## config.mk

```make
export PLATFORM = sky130hd
export DESIGN_NAME = rwrf_cell
export DESIGN_NICKNAME = d
export VERILOG_FILES = /design/src/hdl/rwrf_pkg.sv /design/src/hdl/rwrf_cell.sv
export SDC_FILE = /design/constraint.sdc
export NUM_CORES = 1
export LEC_CHECK = 0
export ABC_AREA = 1
export BUFFER_PORTS_ARGS = -buffer_cell sky130_fd_sc_hd__buf_2
export CORE_UTILIZATION = 30
export CTS_CLUSTER_SIZE = 14
export DETAILED_ROUTE_END_ITERATION = 16
export REMOVE_ABC_BUFFERS = 1
export SLEW_MARGIN = 20
export SYNTH_ARGS = -nofsm -noshare
export SYNTH_HDL_FRONTEND = slang
export SYNTH_SLANG_ARGS = --single-unit
```

## constraint.sdc

```tcl
create_clock -name clk -period 4.15 [get_ports clk]
set_clock_uncertainty 0.1 [all_clocks]
set_input_delay 0 -clock clk [delete_from_list [all_inputs] [get_ports clk]]
set_output_delay 0 -clock clk [all_outputs]
set_load 0.005 [all_outputs]
```

## src/hdl/rwrf_pkg.sv

```systemverilog
// Shared types, constants and helpers for the window rank filter.
package rwrf_pkg;

  localparam int PIXW       = 24;
  localparam int KEYW       = 8;
  localparam int HW         = 13;
  localparam int MAX_HEIGHT = 4096;
  localparam int CFG_DW     = 13;
  localparam int CFG_IW     = 2;
  localparam int RECIP3     = 683;
  localparam int RECIP_SH   = 11;

  typedef enum logic [CFG_IW-1:0] {
    REG_WIDTH  = 2'd0,
    REG_HEIGHT = 2'd1,
    REG_WSIZE  = 2'd2,
    REG_RANK   = 2'd3
  } reg_idx_t;

  typedef enum logic [2:0] {
    ST_IDLE,
    ST_GATHER,
    ST_DRAIN,
    ST_SELECT,
    ST_OUT
  } state_t;

  typedef struct packed {
    logic            valid;
    logic [KEYW-1:0] key;
    logic [PIXW-1:0] pix;
  } cell_t;

  typedef struct packed {
    logic clear;
    logic insert;
    logic shift;
  } cell_ctl_t;

  // Mean of the three channels, divided by 3 through a reciprocal multiply.
  function automatic logic [KEYW-1:0] key_of(input logic [PIXW-1:0] p);
    logic [9:0]  sum;
    logic [19:0] prod;
    sum  = 10'(p[7:0]) + 10'(p[15:8]) + 10'(p[23:16]);
    prod = 20'(sum) * 20'(RECIP3);
    return prod[RECIP_SH +: KEYW];
  endfunction

endpackage

```

## src/hdl/rwrf_cell.sv

```systemverilog
// One cell of the sorted insertion chain: holds a key and its pixel.
module rwrf_cell (
  input  logic                clk,
  input  logic                rst_n,
  input  rwrf_pkg::cell_ctl_t ctl,
  input  rwrf_pkg::cell_t     new_d,
  input  rwrf_pkg::cell_t     prev_d,
  input  logic                prev_gt,
  input  rwrf_pkg::cell_t     next_d,
  output rwrf_pkg::cell_t     own_d,
  output logic                gt
);
  import rwrf_pkg::*;

  cell_t own_r, own_nxt;

  // Equal keys stay ahead of the newcomer so scan order is kept on ties.
  assign gt    = !own_r.valid || (own_r.key > new_d.key);
  assign own_d = own_r;

  always_comb begin
    own_nxt = own_r;
    if (ctl.clear) begin
      own_nxt.valid = 1'b0;
    end else if (ctl.insert && gt) begin
      own_nxt = prev_gt ? prev_d : new_d;
    end else if (ctl.shift) begin
      own_nxt = next_d;
    end
  end

  always_ff @(posedge clk) begin
    if (!rst_n) begin
      own_r.valid <= 1'b0;
    end else begin
      own_r.valid <= own_nxt.valid;
    end
    own_r.key <= own_nxt.key;
    own_r.pix <= own_nxt.pix;
  end
endmodule

```

---- After elaboration in Yosys (flattened, before gate mapping) ----
Cells that the tools add are included.
Widths: inputs -> output; s select.
word-level totals
  bits in registers ....................... 33
  input port bits ......................... 105
  logic and storage cells ................. 15
operators by class
  mux-type cells .......................... 3
  $lt $le $gt $ge ......................... 1
  reduce and logical (&&, ||, !) cells .... 6
  bitwise gates (word level) .............. 2
operators by type and width
  kind               count
  $mux 33            3
  $gt 8x8->1         1
  $not 1->1          2
  $reduce_and 2->1   1
  $reduce_bool 2->1  1
  $reduce_or 2->1    1
  $logic_and 1x1->1  1
  $logic_not 1->1    1
  $logic_or 1x1->1   1

---- Depth between registers and ports, before layout ----
Gate-level depths: netlist (run 1).
  depth after elaboration ................. 5
  gate-level depth with buffers ........... 16
  gate-level depth less buffers ........... 15

---- Worst setup path before layout (run 1) ----
Ideal clock, no wire load.
  path type ............................... reg-to-reg
  from .................................... register own_r (netlist bit own_d[31])
  to ...................................... register own_r (netlist bit own_d[0]), enable pin
  period minus slack after synthesis ...... 3.482 ns
  buffers on the path ..................... 1
  arrival ................................. 2.949 ns
  required time ........................... 3.618 ns
  cell stages (with the launch flop) ...... 11
  slack ................................... 0.668 ns
  cells stage by stage .................... edfxtp_1 -> ha_1 -> nand2_1 -> nor2_2 -> nand2_1 -> nand2_1 -> nand2_1 -> nand2_2 -> nand2_4 -> buf_2 -> a21oi_1
on the way
  longest elaborated chain between the ends .. 5
ends and longest elaborated chain
  what                         line             source
  from (decl)                  rwrf_cell.sv:15  cell_t own_r, own_nxt;
  $gt 8x8->1                   rwrf_cell.sv:18  assign gt = !own_r.valid || (own_r.key > new_d.key);
  $logic_or 1x1->1             rwrf_cell.sv:18
  net gt                       rwrf_cell.sv:11  output logic gt
  $logic_and 1x1->1            rwrf_cell.sv:25  end else if (ctl.insert && gt) begin
  $reduce_bool 2->1 (no line)  --
  $reduce_and 2->1 (no line)   --
The timed path passes the listed nets, and every way through them passes these cells.
A chain may end at the register's enable or synchronous reset.

---- Worst setup path after layout (run 1) ----
  from .................................... register own_r (netlist bit own_d[31])
  to ...................................... register own_r (netlist bit own_d[29]), data pin
on the way
  longest elaborated chain between the ends .. 4
ends and longest elaborated chain
  what               line
  $gt 8x8->1         rwrf_cell.sv:18
  $logic_or 1x1->1   rwrf_cell.sv:18
  $logic_and 1x1->1  rwrf_cell.sv:25
  $mux 33            rwrf_cell.sv:25
No other way between the ends.

==> results of run 1 <==
-- metal layers --
layer  wire (um)  up-vias  track usage  part of all wire
met1        2010      862        0.174              0.38
met2        2770       78        0.300              0.53
met5           0        -            0                 0
met4          42        0       0.0526            0.0080
met3         401        5       0.0484             0.077
li1            -     1049            -                 -
-- cell usage after synthesis, types with 2 or more instances --
cell type | instances | area share
a21oi_1 | 3 | 0.0077
buf_2 | 6 | 0.015
clkbuf_1 | 2 | 0.0039
clkbuf_2 | 2 | 0.0052
edfxtp_1 | 32 | 0.49
ha_1 | 8 | 0.052
inv_1 | 14 | 0.027
mux2i_1 | 26 | 0.13
nand2_1 | 67 | 0.13
nand3_1 | 2 | 0.0052
nor2_1 | 2 | 0.0039
o21ai_0 | 32 | 0.082
-- area by class of cell --
type,instances,area share
repair buffers,179,0.347
flip-flops and latches,33,0.309
multi-input cells,146,0.272
well taps,75,0.0296
clock buffers,5,0.0217
inverters,14,0.0166
clock inverters,3,0.00394
-- cell families after synthesis --
| group | share of synthesized area |
|---|---|
| fa+ha+maj | 0.0515 |
| flops | 0.505 |
| mux | 0.134 |
| compound gates | 0.0985 |
| buf+inv | 0.0573 |
| simple gates | 0.154 |
-- worst register-to-register path: stages (launching register included) --
cell and delay, ns:
edfxtp_1 0.39, ha_1 0.31, a21o_1 0.19, nor2_1 0.12
nand2_1 0.07, nand2_1 0.07, nand2_2 0.08, nand2_4 0.40
inv_1 0.27, nand2_1 0.11, nand2_1 0.05, dlygate4sd3_1 0.54
-- metrics by stage --
| step | std cells | hold WS [ns] | util |
|---|---|---|---|
| after global placement | 406 | 0.149 | 0.440 |
| after CTS | 455 | 0.00360 | 0.520 |
| after global routing | 455 | 0.00646 | 0.520 |
| after floorplan | 193 | 0.0361 | - |
| final | 455 | 0.00730 | 0.520 |
| after detailed placement | 406 | 0.147 | 0.440 |
-- worst paths after layout --
check	start	to	slack (ns)	cells after the start
max reg2reg	own_d[31]	own_d[29]	1.21	11
min reg2reg	own_d[32]	own_d[28]	0.98	4
max	own_d[31]	own_d[29]	1.21	11
min	prev_d[26]	own_d[26]	0.007	5
-- where the power goes --
part	internal, mW	total (mW)	switching (mW)	leakage (nW)
Combinational	0.115	0.211	0.0966	1.25
Clock	0.113	0.220	0.107	0.0430
Sequential	0.399	0.406	0.00715	0.319
-- repair_timing --
| item | in CTS | in global routing |
|---|---|---|
| setup endpoints to repair | 0 | 0 |
| hold endpoints to repair | 33 | 0 |
| hold buffers | 41 | 0 |
==> impl_metrics.json, run 1 <==
{
  "status": "finished clean",
  "core-area_sq_mm": 0.00610,
  "root_buffer": "clkbuf_8",
  "numPortBuffers": 138,
  "detail-route-antenna-nets": 0,
  "end_kind": "flip-flop",
  "grt_pass1_wl_mm": 8.15,
  "hold_viol_final": 0,
  "drtIter0Drc": 67,
  "antenna_cells": 0,
  "async_reset_ff_frac": 0,
  "drc": 0,
  "syn_inst": 204,
  "numCtsBuffers": 5,
  "dp_hpwl_mm": 3.63,
  "avgSynthCellArea_sq_um": 9.53,
  "die_area_sq_mm": 0.00680,
  "grt_usage": 0.162,
  "final_cell_mix": "138 x buf_2, 67 x nand2_1, 41 x dlygate4sd3_1",
  "pre_cts_slack_ns": 1.22,
  "ioPinCount": 139,
  "regArea_sq_um": 981,
  "arrival_ns": 2.86,
  "grt_overflow_total": 0,
  "critical_path_buf_inv_count": 2,
  "area_growth_pct": 63.2,
  "chipHeight_um": 82.5,
  "drive_gt1_frac": 0.392,
  "min_path_type": "in -> reg",
  "yosysUniqueCellTypes": 20,
  "multi_input_area_sq_um": 862,
  "die_x_um": 82.5,
  "placed_area_sq_mm": 0.00268,
  "fin_crit_ns": 2.94,
  "drv_slew": 0,
  "maxSlewHeadroom": 0.320,
  "gp_congestion": 0.807,
  "crit_path_top_delay_cell": "dlygate4sd3_1",
  "finalSetupViolations": 0,
  "crit_type": "reg -> reg",
  "syn-cell-area_sq_mm": 0.00194,
  "post_cts_resized": 0,
  "ys_seq_area_frac": 0.505,
  "startpoint_type": "flip-flop",
  "cp_max_fo": 61,
  "first_global_vias": 1844,
  "finalNetCount": 492,
  "cpPeakStageDelay_ns": 0.54,
  "drv_cap": 0,
  "layout_setup_ws_ns": 1.21,
  "irDropWorstVdd_uv": 205,
  "start_util": 0.319,
  "grt_max_degree": 62,
  "layout_commonest_cell": "buf_2",
  "ys_warn_count": 0,
  "fmax_ghz": 0.341,
  "clk_pin_slew_ns": 0.07,
  "drt_wl_total_mm": 5.23,
  "leakagePower_nw": 1.61,
  "clk_path_buf_depth": 2,
  "vias_per_cell": 4.38,
  "finalCritPeriodShare": 0.708,
  "num_rows": 28,
  "fill_cells": 597,
  "cp_common_cell": "nand2_1",
  "cts_sinks": 33,
  "power_density_mw_per_mm2": 264,
  "tritoncts": "built",
  "synth_edf_count": 32,
  "synth-seq-cells": 33,
  "dr.pass1.iters": 4,
  "post_cts_buffers": 0,
  "fin_area_sq_mm": 0.00317,
  "rsz0062_at_grt": "false",
  "wire_per_inst_um": 11.5,
  "path_delay_family": "simple AND/OR/NAND/NOR gates",
  "largest_register_ff_count": 33,
  "cp.required_ns": 4.08,
  "timing.setup.tns_ns": 0,
  "antenna_found_initial": 0,
  "tightest_slew_ns": 1.02,
  "insertion_delay_ns": 0.27,
  "path_cells": "ha_1 -> a21o_1 -> nor2_1 -> nand2_1 -> nand2_1 -> nand2_2 -> nand2_4 -> inv_1 -> nand2_1 -> nand2_1 -> dlygate4sd3_1",
  "htree_num_levels": 2,
  "design_power_total_uw": 837,
  "ys.flop_type": "edfxtp_1",
  "vias": 1994
}
Note: power is estimated with default switching activity, not from simulation.
==> inputs of run 2 (changes only) <==
Settings changed: ABC_AREA 1 to 0.
Clock period 4.15 ns to 2.5 ns, I/O delays scaled along.
==> impl_metrics.json, run 2 <==
{
  "startpoint_type": "flip-flop",
  "layout_commonest_cell": "buf_2",
  "status": "finished clean",
  "async_reset_ff_frac": 0,
  "area_growth_pct": 57.3,
  "ioPinCount": 139,
  "r2r_end": "own_d[1]",
  "start_util": 0.317,
  "design_power_total_mw": 1.58,
  "crit_path_top_delay_cell": "o311a_4",
  "grt_max_degree": 41,
  "drive_gt1_frac": 0.648,
  "synth-xor-area-share": 0,
  "synthAdderAreaFrac": 0.0457,
  "cpPeakStageDelay_ns": 0.46,
  "grt_pass1_wl_mm": 8.17,
  "leakagePower_nw": 1.62,
  "fmax_ghz": 0.422,
  "vias": 1866,
  "post_cts_buffers": 0,
  "chipHeight_um": 87.4,
  "cp_max_fo": 16,
  "drv_cap": 0,
  "syn_inst": 151,
  "ys.flop_type": "edfxtp_1",
  "tightest_slew_ns": 0.834,
  "detail-route-antenna-nets": 0,
  "min_path_type": "in -> reg",
  "r2r_slack_ns": 0.13,
  "r2r-start": "own_d[31]",
  "irDropWorstVdd_uv": 161,
  "htree_num_levels": 2,
  "numCtsBuffers": 5,
  "vias_per_cell": 4.41,
  "synth_edf_count": 32,
  "netlist.area_leader.share": 0.439,
  "grt_overflow_total": 0,
  "crit_start": "own_d[31]",
  "grt_usage": 0.141,
  "power_density_mw_per_mm2": 459,
  "clk_pin_slew_ns": 0.07,
  "numPortBuffers": 138,
  "path_delay_family": "compound AO/OA/AOI/OAI gates",
  "die_x_um": 87.4,
  "final_cell_mix": "138 x buf_2, 34 x dlygate4sd3_1, 32 x edfxtp_1",
  "drv_slew": 0,
  "muxShareOfSynthArea": 0.359,
  "end_kind": "flip-flop",
  "drtIter0Drc": 33,
  "min_from": "prev_d[32]",
  "avgSynthCellArea_sq_um": 14.5,
  "dp_hpwl_mm": 3.85,
  "path_cells": "ha_1 -> nand2_1 -> o21ai_1 -> o311a_4 -> mux2_2",
  "yosysMostFrequentCell": "edfxtp_1",
  "cp.required_ns": 2.44,
  "die_area_sq_mm": 0.00764,
  "fin_util": 0.499,
  "r2r_cells": 5,
  "clk_path_buf_depth": 2,
  "core-area_sq_mm": 0.00691,
  "ys_seq_area_frac": 0.448,
  "rsz0062_at_grt": "false",
  "maxSlewHeadroom": 0.444,
  "crit_type": "reg -> reg",
  "path_depth": 5,
  "syn-cell-area_sq_mm": 0.00219,
  "antenna_found_initial": 0,
  "root_buffer": "clkbuf_8",
  "largest_register_ff_count": 33,
  "first_global_vias": 1873,
  "dr.pass1.iters": 4,
  "antenna_cells": 0,
  "finalNetCount": 439,
  "synth_compound_area_frac": 0.0537,
  "finalCritPeriodShare": 0.948,
  "synth-simple-area-share": 0.0417,
  "cts_sinks": 33,
  "crit_end": "own_d[1]",
  "fin_crit_ns": 2.37,
  "num_rows": 30,
  "insertion_delay_ns": 0.28,
  "ys_warn_count": 0,
  "finalSetupViolations": 0,
  "arrival_ns": 2.31,
  "fill_cells": 662,
  "synth-seq-cells": 33,
  "yosys-top-cells-area": "edfxtp_1 44%, mux2_4 21%, mux2_2 14%",
  "gp_congestion": 0.720,
  "drt_wl_total_mm": 5.62,
  "synth_top_cell_by_area": "edfxtp_1",
  "yosysUniqueCellTypes": 26,
  "critical_path_buf_inv_count": 0,
  "drc": 0,
  "wire_per_inst_um": 13.3,
  "tritoncts": "built",
  "synthTopCellsByCount": "32 x edfxtp_1, 30 x mux2_4, 28 x mux2_2",
  "hold_viol_final": 0,
  "synth_top_family_by_area": "multiplexers"
}
[run 2: cell types whose count changed after synthesis, sizes merged, moves of 2 or more]
cell and change:
inv -5, o21ai -24, buf -3, mux2i -24, mux2 +58, nand3 -2, nand2 -60
[run 2: cell type report]
type                            count  area, sq um  area share
Clock buffer                        6         72.6      0.0211
Clock inverter                      2         33.8     0.00981
Inverter                           10         37.5      0.0109
Multi-Input combinational cell    102         1130       0.327
Sequential cell                    33          981       0.285
Tap cell                           96          120      0.0349
Timing Repair Buffer              174         1070       0.311
[run 2: worst min-delay path by stage]
stage                     cells after the start  slack [ns]         to
after floorplan                               1        0.12  own_d[10]
after global placement                        2        0.20   own_d[0]
after detailed placement                      2        0.20  own_d[14]
after CTS                                     4       0.002  own_d[32]
after global routing                          3        0.04  own_d[15]
final                                         4       0.002  own_d[32]
[run 2: tightest hold or removal path: stages]
cell     delay, ns
buf_2         0.08
mux2i_1       0.06
nor2_1        0.08
mux2_2        0.14
[run 2: report_power, final]
group          switching [mW]  total, mW  internal, mW  leakage (nW)
Combinational           0.156      0.417         0.261          1.26
Sequential             0.0118      0.673         0.661         0.315
Clock                   0.197      0.491         0.294        0.0528
[run 2: cell families (layout without fill, tap and decap cells)]
family	count (synthesis)	in the layout
muxes	60	60
DFF	33	33
AOI/OAI and AO/OA	17	18
buffers and inverters	17	192
and+or+nand+nor	16	16
adders and majority gates	8	8
[run 2: metrics by stage]
stage	TNS (ns)	worst slack, ns	instances	hold WS (ns)	area (sq um)
after floorplan	-29.82	-0.932	144	0.118	2110
after detailed placement	-0.142	-0.0109	380	0.203	2980
after global routing	0	0.00941	423	0.0364	3440
after CTS	-0.0115	-0.0103	422	0.00151	3420
final	0	0.129	423	0.00222	3440
after global placement	0	0.0575	380	0.202	2980
[run 2: repair_timing]
action                                  4_1_cts  5_1_grt
resized for setup                             1        1
gates cloned                                  0        1
endpoints found under the setup margin       34       32
pin swaps                                     1        0
hold buffers                                 34        0
endpoints found under the hold margin        33        0
[run 2: routing by layer]
metal	wire length [um]	track usage	up-vias
met2	2900	0.266	80
met3	406	0.0474	7
met5	0	0	-
li1	-	-	922
met4	86	0.0492	0
met1	2220	0.144	857
==> inputs of run 3 (changes only) <==
Settings changed: REMOVE_ABC_BUFFERS 1 to not set.
==> impl_metrics.json, run 3 (synthesis gave the netlist of run 2 again) <==
{
  "tritoncts": "built",
  "combPwrFrac": 0.282,
  "dp_hpwl_mm": 3.62,
  "layout_setup_ws_ns": 0.124,
  "numPortBuffers": 138,
  "largest_register_ff_count": 33,
  "r2r_cells": 5,
  "swShare": 0.238,
  "r2r_end": "own_d[0]",
  "start_util": 0.317,
  "area_growth_pct": 56.0,
  "numCtsBuffers": 5,
  "clk_path_buf_depth": 2,
  "finalCritPeriodShare": 0.950,
  "crit_type": "reg -> reg",
  "irDropWorstVdd_uv": 161,
  "pre_cts_slack_ns": -0.00943,
  "use_met3": 0.0455,
  "cpPeakStageDelay_ns": 0.48,
  "cts_sinks": 33,
  "hold_slack_ns": 0.0235,
  "detail-route-antenna-nets": 0,
  "root_buffer": "clkbuf_8",
  "grt_util_met1": 0.144,
  "drc": 0,
  "insertion_delay_ns": 0.28,
  "final_cell_mix": "138 x buf_2, 35 x dlygate4sd3_1, 32 x edfxtp_1",
  "status": "finished clean",
  "syn-num-nets": 264,
  "finalNonFillerCells": 424,
  "rsz0062_at_grt": "false",
  "grt_pass1_wl_mm": 8.02,
  "end_kind": "flip-flop",
  "hold_viol_final": 0,
  "first_global_vias": 1838,
  "antenna_found_initial": 0,
  "grt_busiest_layer": "met2",
  "core-area_sq_mm": 0.00691,
  "critical_path_buf_inv_count": 0,
  "path_cells": "ha_1 -> nand2_1 -> o21ai_1 -> o311a_4 -> mux2_2",
  "path_delay_family": "compound AO/OA/AOI/OAI gates",
  "gp_congestion": 0.669,
  "arrival_ns": 2.31,
  "ioPinCount": 139,
  "drive_gt1_frac": 0.643,
  "chipHeight_um": 87.4,
  "crit_path_top_delay_cell": "o311a_4",
  "fin_util": 0.494,
  "drv_slew": 0,
  "drv_cap": 0,
  "layout_commonest_cell": "buf_2",
  "min_path_type": "in -> reg",
  "path_depth": 5,
  "cp.required_ns": 2.43,
  "dp_cells": 380,
  "dr.pass1.iters": 4,
  "power_density_mw_per_mm2": 430,
  "drtIter0Drc": 38,
  "crit_start": "own_d[31]",
  "use_met2": 0.254,
  "netSwitchingPower_uw": 349,
  "drt_wl_total_mm": 5.44,
  "htree_num_levels": 2,
  "die_area_sq_mm": 0.00764,
  "die_x_um": 87.4,
  "vias_per_cell": 4.34,
  "maxSlewHeadroom": 0.468,
  "internal-power_mw": 1.12,
  "r2r-start": "own_d[31]",
  "worstHoldPathCells": 4,
  "design_power_total_mw": 1.47,
  "wire_per_inst_um": 12.8,
  "grt_usage": 0.136,
  "tightest_slew_ns": 0.797,
  "p_seq_frac": 0.459,
  "grt_max_degree": 41,
  "fin_crit_ns": 2.38,
  "clk_pin_slew_ns": 0.07,
  "cp_max_fo": 16,
  "grt_overflow_total": 0,
  "vias": 1841,
  "num_rows": 30,
  "leakagePower_nw": 1.61,
  "startpoint_type": "flip-flop",
  "r2r_slack_ns": 0.12,
  "antenna_cells": 0,
  "fin_area_sq_mm": 0.00341,
  "crit_end": "own_d[0]",
  "finalSetupViolations": 0,
  "clkPwrFrac": 0.259,
  "timing.setup.tns_ns": 0,
  "fmax_ghz": 0.421,
  "finalNetCount": 440,
  "placed_area_sq_mm": 0.00296
}
run 3: changes by cell type in the layout (fill, tap and decap cells not counted), sizes merged:
cell	change
clkbuf	+2
bufinv	-1
clkinv	-1
dlygate4sd3	+1
run 3: worst min-delay path by stage:
stage	slack [ns]	end	start
final	0.02	own_d[32]	next_d[32]
after global routing	0.04	own_d[26]	prev_d[26]
after CTS	0.005	own_d[32]	next_d[32]
after detailed placement	0.20	own_d[13]	next_d[13]
after global placement	0.20	own_d[14]	next_d[14]
after floorplan	0.12	own_d[10]	next_d[10]
run 3: power by group through the flow:
stage | Combinational (mW) | Sequential (mW) | Clock [mW]
floorplan | 0.221 | 0.692 | 0
global placement | 0.363 | 0.685 | 0
detailed placement | 0.368 | 0.687 | 0
CTS | 0.412 | 0.675 | 0.401
global route | 0.453 | 0.679 | 0.422
finish | 0.414 | 0.674 | 0.380
run 3: worst min-delay path, cell delays in order:
cell and delay (ns):
buf_2 0.08, mux2i_1 0.06, nor2_1 0.09, mux2_2 0.14
run 3: layout make-up:
| cell class | instances | area, sq um |
|---|---|---|
| Sequential cell | 33 | 981 |
| Multi-Input combinational cell | 102 | 1130 |
| Inverter | 10 | 37.5 |
| Timing Repair Buffer | 175 | 1070 |
| Tap cell | 96 | 120 |
| Clock buffer | 8 | 80.1 |
| Fill cell | 677 | 3490 |
run 3: metal layers:
layer  up-vias  wire length (um)
li1        923                 -
met1       835              2180
met2        79              2820
met3         4               413
met4         0                32
met5         -                 0
run 3: what timing repair did:
| item | in CTS | in global routing |
|---|---|---|
| gates resized for setup | 0 | 1 |
| endpoints found under the setup margin | 2 | 32 |
| setup buffers | 0 | 0 |
| hold buffers | 35 | 0 |
| cloned | 0 | 1 |
| endpoints found under the hold margin | 33 | 0 |
| pin swaps | 1 | 0 |
